==> src/sv/rco_pkg.sv <==
// rco_pkg: shared types, register indexes and helpers for the rectangle outline overlay.
// No dependencies; every other file of the block imports it.
`default_nettype none

package rco_pkg;

  localparam int COORD_MAX = 16;             // field width of coordinates and sizes
  localparam int BND_W     = COORD_MAX + 3;  // signed width of box bounds, holds -2^N .. 2^(N+1)-2 for N = COORD_MAX
  localparam int CFG_AW    = 3;
  localparam int CFG_DW    = 32;

  localparam logic [CFG_AW-1:0] REG_CORNER_X     = 3'd0;
  localparam logic [CFG_AW-1:0] REG_CORNER_Y     = 3'd1;
  localparam logic [CFG_AW-1:0] REG_SIDE_LENGTH  = 3'd2;
  localparam logic [CFG_AW-1:0] REG_BORDER_WIDTH = 3'd3;
  localparam logic [CFG_AW-1:0] REG_OUTLINE_RGB  = 3'd4;
  localparam logic [CFG_AW-1:0] REG_INTERIOR_RGB = 3'd5;
  localparam logic [CFG_AW-1:0] REG_FILL_ON      = 3'd6;
  localparam logic [CFG_AW-1:0] REG_FRAME_DIMS   = 3'd7;

  localparam logic [7:0] ALPHA_OPAQUE = 8'hFF;
  localparam logic [7:0] ALPHA_NONE   = 8'h00;

  typedef logic signed [BND_W-1:0] coord_t;

  typedef struct packed {
    logic [COORD_MAX-1:0] pix_col;
    logic [COORD_MAX-1:0] pix_row;
    logic [7:0]           in_red;
    logic [7:0]           in_green;
    logic [7:0]           in_blue;
    logic [7:0]           in_alpha;
    logic                 has_alpha;
  } in_item_t;

  typedef struct packed {
    logic [7:0] out_red;
    logic [7:0] out_green;
    logic [7:0] out_blue;
    logic [7:0] out_alpha;
  } out_item_t;

  typedef struct packed {
    logic [COORD_MAX-1:0] corner_x;
    logic [COORD_MAX-1:0] corner_y;
    logic [COORD_MAX-1:0] side_length;
    logic [COORD_MAX-1:0] border_width;
    logic [23:0]          outline_rgb;
    logic [23:0]          interior_rgb;
    logic                 fill_on;
    logic [31:0]          frame_dims;
  } cfg_t;

  // box bounds of one transaction, all half-open spans
  typedef struct packed {
    logic     act;   // box enabled and pixel inside the frame
    coord_t   x1;    // cx + sx
    coord_t   xl;    // cx + t
    coord_t   xr;    // cx + sx - t
    coord_t   yt;    // cy + t
    coord_t   y1;    // cy + sy
    coord_t   yb;    // cy + sy - t
    in_item_t pix;
  } bnd_t;

  // keep the low coordinate bits and zero-extend to the signed bound width
  function automatic coord_t coord_ext(input logic [COORD_MAX-1:0] v,
                                       input logic [COORD_MAX-1:0] mask);
    coord_ext = coord_t'({{(BND_W - COORD_MAX){1'b0}}, v & mask});
  endfunction

endpackage

`default_nettype wire

==> src/sv/rco_cfg.sv <==
// rco_cfg: configuration register file of the overlay, write-only.
// Depends on rco_pkg.
`default_nettype none

module rco_cfg (
  input  wire logic                        clk,
  input  wire logic                        rst_n,
  input  wire logic                        cfg_we,
  input  wire logic [rco_pkg::CFG_AW-1:0]  cfg_idx,
  input  wire logic [rco_pkg::CFG_DW-1:0]  cfg_wdata,
  output rco_pkg::cfg_t                    cfg
);
  import rco_pkg::*;

  cfg_t regs_r, regs_nxt;

  always_comb begin
    regs_nxt = regs_r;
    if (cfg_we) begin
      unique case (cfg_idx)
        REG_CORNER_X:     regs_nxt.corner_x     = cfg_wdata[COORD_MAX-1:0];
        REG_CORNER_Y:     regs_nxt.corner_y     = cfg_wdata[COORD_MAX-1:0];
        REG_SIDE_LENGTH:  regs_nxt.side_length  = cfg_wdata[COORD_MAX-1:0];
        REG_BORDER_WIDTH: regs_nxt.border_width = cfg_wdata[COORD_MAX-1:0];
        REG_OUTLINE_RGB:  regs_nxt.outline_rgb  = cfg_wdata[23:0];
        REG_INTERIOR_RGB: regs_nxt.interior_rgb = cfg_wdata[23:0];
        REG_FILL_ON:      regs_nxt.fill_on      = cfg_wdata[0];
        REG_FRAME_DIMS:   regs_nxt.frame_dims   = cfg_wdata[31:0];
      endcase
    end
  end

  always_ff @(posedge clk) begin
    if (!rst_n) begin
      regs_r <= '0;
    end else begin
      regs_r <= regs_nxt;
    end
  end

  assign cfg = regs_r;

endmodule

`default_nettype wire

==> src/sv/rco_bounds.sv <==
// rco_bounds: first two pipeline stages, box enable and clipping, then band bounds.
// Depends on rco_pkg.
`default_nettype none

module rco_bounds #(
  parameter int COORD_BITS = rco_pkg::COORD_MAX
) (
  input  wire logic      clk,
  input  wire logic      rst_n,
  input  wire rco_pkg::cfg_t cfg,
  input  wire logic      in_valid,
  output logic           in_ready,
  input  wire rco_pkg::in_item_t in_data,
  output logic           bnd_valid,
  input  wire logic      bnd_ready,
  output rco_pkg::bnd_t  bnd
);
  import rco_pkg::*;

  localparam logic [COORD_MAX-1:0] CMASK = COORD_MAX'((1 << COORD_BITS) - 1);

  coord_t cx, cy, side, t, w, h, col, row;
  assign cx   = coord_ext(cfg.corner_x, CMASK);
  assign cy   = coord_ext(cfg.corner_y, CMASK);
  assign side = coord_ext(cfg.side_length, CMASK);
  assign t    = coord_ext(cfg.border_width, CMASK);
  assign w    = coord_ext(cfg.frame_dims[31:16], CMASK);
  assign h    = coord_ext(cfg.frame_dims[15:0], CMASK);
  assign col  = coord_ext(in_data.pix_col, CMASK);
  assign row  = coord_ext(in_data.pix_row, CMASK);

  // stage 1: enable and clipped sides
  logic     v1_r, ready1, ready2;
  logic     act1_r, act1_nxt;
  coord_t   sx1_r, sx1_nxt, sy1_r, sy1_nxt;
  in_item_t pix1_r;

  always_comb begin
    act1_nxt = (cx <= w) && (cy <= h) && (t <= (cx >>> 1)) && (col < w) && (row < h);
    sx1_nxt  = ((cx + side) > w) ? (w - cx - coord_t'(1)) : side;
    sy1_nxt  = ((cy + side) > h) ? (h - cy - coord_t'(1)) : side;
  end

  // stage 2: band edges
  logic v2_r;
  bnd_t bnd_r, bnd_nxt;

  always_comb begin
    bnd_nxt.act = act1_r;
    bnd_nxt.x1  = cx + sx1_r;
    bnd_nxt.xl  = cx + t;
    bnd_nxt.xr  = cx + sx1_r - t;
    bnd_nxt.yt  = cy + t;
    bnd_nxt.y1  = cy + sy1_r;
    bnd_nxt.yb  = cy + sy1_r - t;
    bnd_nxt.pix = pix1_r;
  end

  assign ready2   = !v2_r || bnd_ready;
  assign ready1   = !v1_r || ready2;
  assign in_ready = ready1;

  always_ff @(posedge clk) begin
    if (!rst_n) begin
      v1_r <= 1'b0;
      v2_r <= 1'b0;
    end else begin
      if (ready1) v1_r <= in_valid;
      if (ready2) v2_r <= v1_r;
    end
  end

  always_ff @(posedge clk) begin
    if (ready1 && in_valid) begin
      act1_r <= act1_nxt;
      sx1_r  <= sx1_nxt;
      sy1_r  <= sy1_nxt;
      pix1_r <= in_data;
    end
    if (ready2 && v1_r) begin
      bnd_r <= bnd_nxt;
    end
  end

  assign bnd_valid = v2_r;
  assign bnd       = bnd_r;

  // clipped sides never drop below -1 while the box is live
  a_sx_floor: assert property (@(posedge clk) disable iff (!rst_n)
    (v1_r && act1_r) |-> (sx1_r >= -coord_t'(1) && sy1_r >= -coord_t'(1)))
    else $error("clipped side below -1");
  a_stall_hold: assert property (@(posedge clk) disable iff (!rst_n)
    (v2_r && !bnd_ready) |=> (v2_r && $stable(bnd_r)))
    else $error("bounds stage lost a stalled transaction");
  a_fill_order: assert property (@(posedge clk) disable iff (!rst_n)
    (v2_r && bnd_r.act) |-> (bnd_r.xl + bnd_r.xr == bnd_r.x1 + coord_ext(cfg.corner_x, CMASK)))
    else $error("left and right band edges inconsistent");

endmodule

`default_nettype wire

==> src/sv/rco_paint.sv <==
// rco_paint: last two pipeline stages, band hit test then colour select into the output register.
// Depends on rco_pkg.
`default_nettype none

module rco_paint #(
  parameter int COORD_BITS = rco_pkg::COORD_MAX
) (
  input  wire logic       clk,
  input  wire logic       rst_n,
  input  wire rco_pkg::cfg_t cfg,
  input  wire logic       bnd_valid,
  output logic            bnd_ready,
  input  wire rco_pkg::bnd_t bnd,
  output logic            out_valid,
  input  wire logic       out_ready,
  output rco_pkg::out_item_t out_data
);
  import rco_pkg::*;

  localparam logic [COORD_MAX-1:0] CMASK = COORD_MAX'((1 << COORD_BITS) - 1);

  coord_t cx, cy, col, row;
  assign cx  = coord_ext(cfg.corner_x, CMASK);
  assign cy  = coord_ext(cfg.corner_y, CMASK);
  assign col = coord_ext(bnd.pix.pix_col, CMASK);
  assign row = coord_ext(bnd.pix.pix_row, CMASK);

  // stage 3: hit test
  logic line_c, fill_c;
  logic cols_all, top, bot, mid, left, right;

  always_comb begin
    cols_all = (col >= cx) && (col < bnd.x1);
    top      = (row >= cy) && (row < bnd.yt);
    bot      = (row >= bnd.yb) && (row < bnd.y1);
    mid      = (row >= bnd.yt) && (row < bnd.yb);
    left     = (col >= cx) && (col < bnd.xl);
    right    = (col >= bnd.xr) && (col < bnd.x1);
    line_c   = bnd.act && ((cols_all && (top || bot)) || (mid && (left || right)));
    fill_c   = bnd.act && cfg.fill_on && cols_all && (row >= cy) && (row < bnd.y1);
  end

  logic     v3_r, vo_r, ready3, ready_o;
  logic     line3_r, fill3_r;
  in_item_t pix3_r;

  // stage 4: colour select
  out_item_t out_r, out_nxt;
  logic [23:0] rgb;
  logic        painted;

  always_comb begin
    painted = line3_r || fill3_r;
    rgb     = line3_r ? cfg.outline_rgb : cfg.interior_rgb;
    if (painted) begin
      out_nxt.out_red   = rgb[23:16];
      out_nxt.out_green = rgb[15:8];
      out_nxt.out_blue  = rgb[7:0];
      out_nxt.out_alpha = ALPHA_OPAQUE;
    end else begin
      out_nxt.out_red   = pix3_r.in_red;
      out_nxt.out_green = pix3_r.in_green;
      out_nxt.out_blue  = pix3_r.in_blue;
      out_nxt.out_alpha = pix3_r.in_alpha;
    end
    if (!pix3_r.has_alpha) out_nxt.out_alpha = ALPHA_NONE;
  end

  assign ready_o   = !vo_r || out_ready;
  assign ready3    = !v3_r || ready_o;
  assign bnd_ready = ready3;

  always_ff @(posedge clk) begin
    if (!rst_n) begin
      v3_r <= 1'b0;
      vo_r <= 1'b0;
    end else begin
      if (ready3)  v3_r <= bnd_valid;
      if (ready_o) vo_r <= v3_r;
    end
  end

  always_ff @(posedge clk) begin
    if (ready3 && bnd_valid) begin
      line3_r <= line_c;
      fill3_r <= fill_c;
      pix3_r  <= bnd.pix;
    end
    if (ready_o && v3_r) begin
      out_r <= out_nxt;
    end
  end

  assign out_valid = vo_r;
  assign out_data  = out_r;

  a_idle_box: assert property (@(posedge clk) disable iff (!rst_n)
    (bnd_valid && !bnd.act) |-> (!line_c && !fill_c))
    else $error("paint hit while box inactive");
  a_line_color: assert property (@(posedge clk) disable iff (!rst_n)
    (v3_r && ready_o && line3_r) |=>
      ({out_r.out_red, out_r.out_green, out_r.out_blue} == cfg.outline_rgb))
    else $error("outline pixel lost its colour");
  a_out_hold: assert property (@(posedge clk) disable iff (!rst_n)
    (vo_r && !out_ready) |=> (vo_r && $stable(out_r)))
    else $error("output register changed under stall");

endmodule

`default_nettype wire

==> src/sv/rectangle_outline_overlay.sv <==
// rectangle_outline_overlay: paints a square outline, optionally filled, onto a pixel stream.
//
// Input channel in_valid/in_ready/in_data carries one pixel with its column and row;
// output channel out_valid/out_ready/out_data returns the same pixel, possibly repainted.
// The cfg_we/cfg_idx/cfg_wdata port writes the eight box registers, one per cycle,
// with no wait state; write them only while no transaction is in flight.
// Four register stages: clip stage, bound stage, hit-test stage, output register.
// out_valid rises once the pixel has passed all four register stages. Throughput is one
// pixel per cycle while out_ready is high; each stage holds its own valid bit, so bubbles
// collapse and a stalled output only backs up the stages behind it. in_ready drops only
// when all four stages are full and out_ready is low.
// Synchronous active-low reset clears the config registers to 0 (box empty, fill off)
// and the valid bits, which empties the pipeline; data registers are not reset.
// Depends on rco_pkg, rco_cfg, rco_bounds and rco_paint.
`default_nettype none

module rectangle_outline_overlay #(
  parameter int COORD_BITS = rco_pkg::COORD_MAX
) (
  input  wire logic                        clk,
  input  wire logic                        rst_n,
  input  wire logic                        in_valid,
  output logic                             in_ready,
  input  wire rco_pkg::in_item_t           in_data,
  output logic                             out_valid,
  input  wire logic                        out_ready,
  output rco_pkg::out_item_t               out_data,
  input  wire logic                        cfg_we,
  input  wire logic [rco_pkg::CFG_AW-1:0]  cfg_idx,
  input  wire logic [rco_pkg::CFG_DW-1:0]  cfg_wdata
);
  import rco_pkg::*;

  cfg_t cfg;
  bnd_t bnd;
  logic bnd_valid, bnd_ready;

  rco_cfg u_cfg (
    .clk       (clk),
    .rst_n     (rst_n),
    .cfg_we    (cfg_we),
    .cfg_idx   (cfg_idx),
    .cfg_wdata (cfg_wdata),
    .cfg       (cfg)
  );

  rco_bounds #(.COORD_BITS(COORD_BITS)) u_bounds (
    .clk       (clk),
    .rst_n     (rst_n),
    .cfg       (cfg),
    .in_valid  (in_valid),
    .in_ready  (in_ready),
    .in_data   (in_data),
    .bnd_valid (bnd_valid),
    .bnd_ready (bnd_ready),
    .bnd       (bnd)
  );

  rco_paint #(.COORD_BITS(COORD_BITS)) u_paint (
    .clk       (clk),
    .rst_n     (rst_n),
    .cfg       (cfg),
    .bnd_valid (bnd_valid),
    .bnd_ready (bnd_ready),
    .bnd       (bnd),
    .out_valid (out_valid),
    .out_ready (out_ready),
    .out_data  (out_data)
  );

endmodule

`default_nettype wire
==> config.mk <==
export PLATFORM = sky130hd
export DESIGN_NAME = rectangle_outline_overlay
export DESIGN_NICKNAME = d
export VERILOG_FILES = /design/src/sv/rco_pkg.sv /design/src/sv/rco_cfg.sv /design/src/sv/rco_bounds.sv /design/src/sv/rco_paint.sv /design/src/sv/rectangle_outline_overlay.sv
export SDC_FILE = /design/constraint.sdc
export NUM_CORES = 1
export LEC_CHECK = 0
export BUFFER_PORTS_ARGS = -buffer_cell sky130_fd_sc_hd__buf_2
export CAP_MARGIN = 20
export CORE_UTILIZATION = 45
export DETAILED_ROUTE_END_ITERATION = 16
export PLACE_DENSITY = 0.62
export SLEW_MARGIN = 5
export SYNTH_ARGS = -nofsm -noshare
export SYNTH_HDL_FRONTEND = slang
export SYNTH_HIERARCHICAL = 1
export SYNTH_SLANG_ARGS = --single-unit
==> constraint.sdc <==
create_clock -name clk -period 12.95 [get_ports clk]
set_input_delay 1.295 -clock clk [delete_from_list [all_inputs] [get_ports clk]]
set_output_delay 1.295 -clock clk [all_outputs]
set_load 0.01 [all_outputs]
### After elaboration in Yosys (flattened, before gate mapping)

Cells that the tools add are included.

* reductions and logical operators: 42
* add/sub/neg operators: 12
* multiplexer cells: 4
* magnitude comparators: 17
* eq/ne operators: 7

Operator list (count)
* $lt A17 B19 Y1: 5
* $add A16 B16 Y17: 4
* $ge A17 B19 Y1: 3
* $add A17 B19 Y19: 2
* $gt A19 B17 Y1: 2
* $sub A19 B17 Y19: 2
* $sub A17 B2 Y18 const B: 2
* $sub A16 B16 Y17: 2
* $ge A16 B16 Y1: 2
* $le A16 B16 Y1: 2
* $lt A16 B16 Y1: 2
* $mux W16: 2
* $mux W32: 1
* $mux W24: 1
* $logic_and A1 B1 Y1: 21
* $le A16 B15 Y1: 1
* $reduce_and A2 Y1: 8
* $eq A3 B3 Y1 const B: 4
* $logic_or A1 B1 Y1: 8
* $eq A3 B2 Y1 const B: 2
* $logic_not A1 Y1: 4
* $eq A3 B1 Y1 const B: 1
* $logic_not A3 Y1: 1

* bits of input ports: 105
* logic and storage cells: 131
* flip-flop bits (word level): 500
* output and inout bits: 34

### Depth between registers and ports, before layout

* depth after elaboration: 6
* mapped depth: 22

### By module

Netlist, hierarchy kept.

By module, submodules not included
* rco_bounds: area each 18445.2 µm², times used 1, cells an instance 1657
* rco_paint: area each 5874.4 µm², times used 1, cells an instance 623
* rco_cfg: area each 5265.0 µm², times used 1, cells an instance 512

### Worst setup path after synthesis

No wires, ideal clock.

* path kind: input to register
* from: input port out_ready
* to: register u_bounds.bnd_r, in the netlist u_bounds/bnd[0], enable pin
* stages: 4
* path buffers: 0
* arrival time: 9283 ps
* path slack: 2931 ps
* cell sequence: nor2b_1 nand2_1 nor2b_1 nor2b_1

* cells in the longest elaborated chain, start to end: 4

Ends and longest elaborated chain
* start, declared: line rectangle_outline_overlay.sv:26 `input wire logic out_ready,`
* $logic_or A1 B1 Y1: line rco_paint.sv:69 `assign ready_o = !vo_r || out_ready;`
* $logic_or A1 B1 Y1: line rco_paint.sv:70 `assign ready3 = !v3_r || ready_o;`
* net bnd_ready: line rectangle_outline_overlay.sv:36 `logic bnd_valid, bnd_ready;`
* $logic_or A1 B1 Y1: line rco_bounds.sv:59 `assign ready2 = !v2_r || bnd_ready;`
* $logic_and A1 B1 Y1: line rco_bounds.sv:80 `if (ready2 && v1_r) begin`
* end signal, assigned: line rco_bounds.sv:81 `bnd_r <= bnd_nxt;`
* end, declared: line rco_bounds.sv:46 `bnd_t bnd_r, bnd_nxt;`

The timed path passes the listed nets, and every way through them passes these cells.
A chain may end at the register's enable or synchronous reset.

### Worst setup path in the final report

* from: register u_cfg.regs_r, in the netlist u_cfg/cfg[130]
* to: register u_bounds.sx1_r[0] (data pin)

* cells in the longest elaborated chain, start to end: 3

Ends and longest elaborated chain
* start, declared: line rco_cfg.sv:15 `cfg_t regs_r, regs_nxt;`
* start signal, assigned: line rco_cfg.sv:37 `regs_r <= regs_nxt;`
* $add A16 B16 Y17: line rco_bounds.sv:40 `sx1_nxt = ((cx + side) > w) ? (w - cx - coord_t'(1)) : side;`
* $gt A19 B17 Y1: line rco_bounds.sv:40
* $mux W16: line rco_bounds.sv:40
* net u_bounds.sx1_nxt[0]: line rco_bounds.sv:35 `coord_t sx1_r, sx1_nxt, sy1_r, sy1_nxt;`
* end signal, assigned: line rco_bounds.sv:76 `sx1_r <= sx1_nxt;`
* end, declared: line rco_bounds.sv:35

The timed path passes the listed nets, and every way through them passes these cells.

==> reports/metrics.csv <==
metric,value,unit
Synth Cell Area,0.0296,mm^2
layout cells sized above 1,10.1,%
hold slack,0.396,ns
Synth cell types,88,
Hold Fails Final Rpt,0,
"Hold-fix buffers, CTS",0,
Startpoint Class,register,
data required time at the worst endpoint,13.31,ns
clock share of power,36.6,%
drt via density,5.61,
Slew headroom,28.3,%
DR WL/cell,21.6,um
status,finished clean,
Core Rows,93,
Synth area leaders,"edfxtp_1 35%, ha_1 15%, dfxtp_1 10%",
min-delay worst type,reg -> reg,
routed vias,21600,
Post-Synthesis Cells,2792,
CTS H-tree depth,2,
top layer in use,met5,
number of enable flip-flop cells after synthesis,345,
Final Max Slew Viols,0,
wl on met1,36900,um
Internal Power,3.26,mW
Seq pwr share,41.8,%
DPL Wire Length,64800,um
Max-cap violations,0,
final period utilization,40.3,%
Switch Pwr,1.32,mW
GPL Wtd Cong,0.956,
Die Span Y,258,um
share of the synthesized area in the top cell type,35.0,%
RSZ-0062 raised after global routing,false,
postcts setup bufs,0,
Lkg Pwr,14.5,nW
max frequency,192,MHz
antenna violations before repair,4,
sw frac,28.9,%
Setup Crit Path Kind,reg -> reg,
Final ANT Viol Nets,0,
RR Endpoint,u_bounds/sx1_r[0],
# DRC,0,
CP startpoint,u_cfg/cfg[130],
Mapped Avg Cell Area,10.6,um^2
CTS buffer count,54,
CP endpoint kind,register,
post-CTS sizing,0,
antenna cells,0,
vias in the first global route,21300,
Async SR Flop Fraction,0,%
top_reg_cell synth,edfxtp_1,
Max VDD drop,135,uV
CTS Sinks,494,
CTS tree,done,
Initial Util,45.7,%
Worst-path clk slew,0.06,ns
setup TNS,0,ns
remaining global-route overflow,0,
Worst R2R Path Depth,19,
combinational power share,21.6,%
final net count,3428,
I/O pin cnt,139,
post-layout util,51.4,%
Ys Warns,6,
Die X,258,um
Initial DRC Count,1534,
Die Area,0.0668,mm^2
input/output buffers,138,
Yosys reg bits,494,
Critical R2R Launch,u_cfg/cfg[130],
critical path peak fanout,18,
Routed WL,83200,um
first-pass GRT wire length,125000,um
CTS root buf,clkbuf_16,
crit path capture,u_bounds/sx1_r[0],
worst-margin pin slew,1.08,ns
GRT Total Usage,24.7,%
min Tclk post-route,5.22,ns
met2 wire len,38500,um
PD cells,138,mW/mm^2
Worst-Skew Late Latency,0.64,ns
CORE AREA,0.0647,mm^2
Syn-to-layout area delta,12.4,%
clk buf depth,3,
WL met3,4500,um
largest net degree at the start of global routing,92,
DR pass1 iterations,5,
post-synth top area cell,edfxtp_1,
r2r setup slk,7.73,ns
Power Total,4.58,mW
Layout Skew,0.0426,ns
sequential-to-total area share from yosys stat,45.1,%
Worst Path Arrival,5.58,ns
final setup violating endpoints,0,
through the flow:
step / std cells / cell area, um^2 / setup slack [ns]
after floorplan: 2795 / 29600 / 2.93
after global placement: 3746 / 31300 / 7.90
after detailed placement: 3747 / 31300 / 7.78
after CTS: 3849 / 33200 / 7.77
after global routing: 3850 / 33300 / 7.40
final: 3850 / 33300 / 7.73
metal layers:
layer	GRT usage (%)	vias to the layer above
li1	-	10400
met1	32.9	10500
met2	40.8	610
met5	0	-
met4	9.65	8
met3	3.07	150
state kept, by name, summed over array words and instances, names as in the netlist:
signal and count:
u_bounds/bnd_valid 1, u_bounds/bnd 176, u_paint/v3_r 1, u_bounds/bnd_nxt 65, u_bounds/v1_r 1, u_bounds/act1_r 1
u_cfg/cfg 145, u_bounds/sy1_r 18, u_paint/line3_r 1, u_paint/out_valid 1, u_paint/out_data 32, u_paint/pix3_r 33
u_bounds/sx1_r 18, u_paint/fill3_r 1
cells by family (layout without fill, tap and decap cells):
| group | after synthesis | after routing | synth area share [%] |
|---|---|---|---|
| fa+ha+maj | 374 | 374 | 16.1 |
| mux | 191 | 191 | 6.55 |
| simple gates | 675 | 675 | 10.9 |
| flops | 494 | 494 | 45.1 |
| compound gates | 555 | 555 | 12.1 |
| xor+xnor | 166 | 166 | 4.91 |
| other cells | 1 | 4 | 0.0127 |
| buf+inv | 336 | 536 | 4.43 |
synthesized netlist by cell type (20+ instances only):
library cell	n
a211oi_1	23
a21o_1	65
a21oi_1	168
and3_1	20
clkbuf_1	31
dfxtp_1	149
edfxtp_1	345
ha_1	364
inv_1	278
mux2i_1	174
nand2_1	291
nand2b_1	22
nand3_1	39
nand4_1	25
nor2_1	123
nor2b_1	34
nor3_1	35
o21a_1	37
o21ai_0	116
o21bai_1	22
xnor2_1	125
xor2_1	41
layout by cell type (no fill, tap or decap), types with 11 or more instances in the layout:
| cell type | netlist | final |
|---|---|---|
| nand4_1 | 25 | 25 |
| o21bai_1 | 22 | 22 |
| nand2b_1 | 22 | 22 |
| buf_4 | 6 | 17 |
| o21a_1 | 37 | 37 |
| nor2_1 | 123 | 123 |
| clkbuf_16 | 0 | 56 |
| ha_1 | 364 | 364 |
| a21oi_1 | 168 | 168 |
| nor2b_1 | 34 | 32 |
| a211oi_1 | 23 | 23 |
| xor2_1 | 41 | 41 |
| dfxtp_1 | 149 | 149 |
| nor3_1 | 35 | 35 |
| edfxtp_1 | 345 | 345 |
| a21o_1 | 65 | 65 |
| o211ai_1 | 15 | 15 |
| or3_1 | 11 | 11 |
| mux2i_1 | 174 | 174 |
| mux2_2 | 16 | 16 |
| nand3_1 | 39 | 39 |
| xnor2_1 | 125 | 125 |
| inv_1 | 278 | 278 |
| o21ai_0 | 116 | 116 |
| buf_2 | 16 | 137 |
| nor4_1 | 13 | 13 |
| nand2_1 | 291 | 291 |
| a31oi_1 | 16 | 16 |
| and3_1 | 20 | 20 |
how the worst min path moves through the flow:
stage	cells after the start	from	to	slack, ns
after floorplan	0	u_bounds/bnd_nxt[0]	u_bounds/bnd[0]	0.40
after global placement	0	u_bounds/bnd_nxt[10]	u_bounds/bnd[10]	0.40
after detailed placement	0	u_bounds/bnd_nxt[25]	u_bounds/bnd[25]	0.40
after CTS	0	u_bounds/bnd_nxt[64]	u_bounds/bnd[64]	0.39
after global routing	0	u_bounds/bnd_nxt[64]	u_bounds/bnd[64]	0.41
final	0	u_bounds/bnd_nxt[64]	u_bounds/bnd[64]	0.40
power by group through the flow:
stage | Combinational, mW | Clock (mW) | Sequential (mW)
6_report | 0.992 | 1.68 | 1.91
5_1_grt | 1.09 | 1.76 | 1.92
4_1_cts | 0.973 | 1.71 | 1.91
3_5_place_dp | 0.966 | 0 | 1.95
3_3_place_gp | 0.934 | 0 | 1.94
2_1_floorplan | 0.715 | 0 | 1.92
layout make-up:
class	count	area [um^2]
clock buffer	68	1480
clock inverter	34	487
fill	5814	31400
inverter	278	1040
multi-input combinational	1965	15000
sequential	494	13300
tap	855	1070
timing repair buffer	156	852
worst max-delay path: stages, from the launching register on:
cell and delay, ns:
dfxtp_1 0.51, inv_1 0.22, fa_1 0.48, nor2b_1 0.13, o21a_1 0.13, and3_1 0.18, a211oi_1 0.07, o311ai_0 0.54
a21oi_1 0.21, o21bai_1 0.16, a21oi_1 0.10, xnor2_1 0.14, ha_1 0.29, a21o_1 0.16, a21oi_1 0.17, or4b_2 0.59
a31oi_1 0.22, o211ai_1 0.13, buf_4 0.23, mux2_2 0.31
No activity file was read; power rests on OpenSTA's default activity.
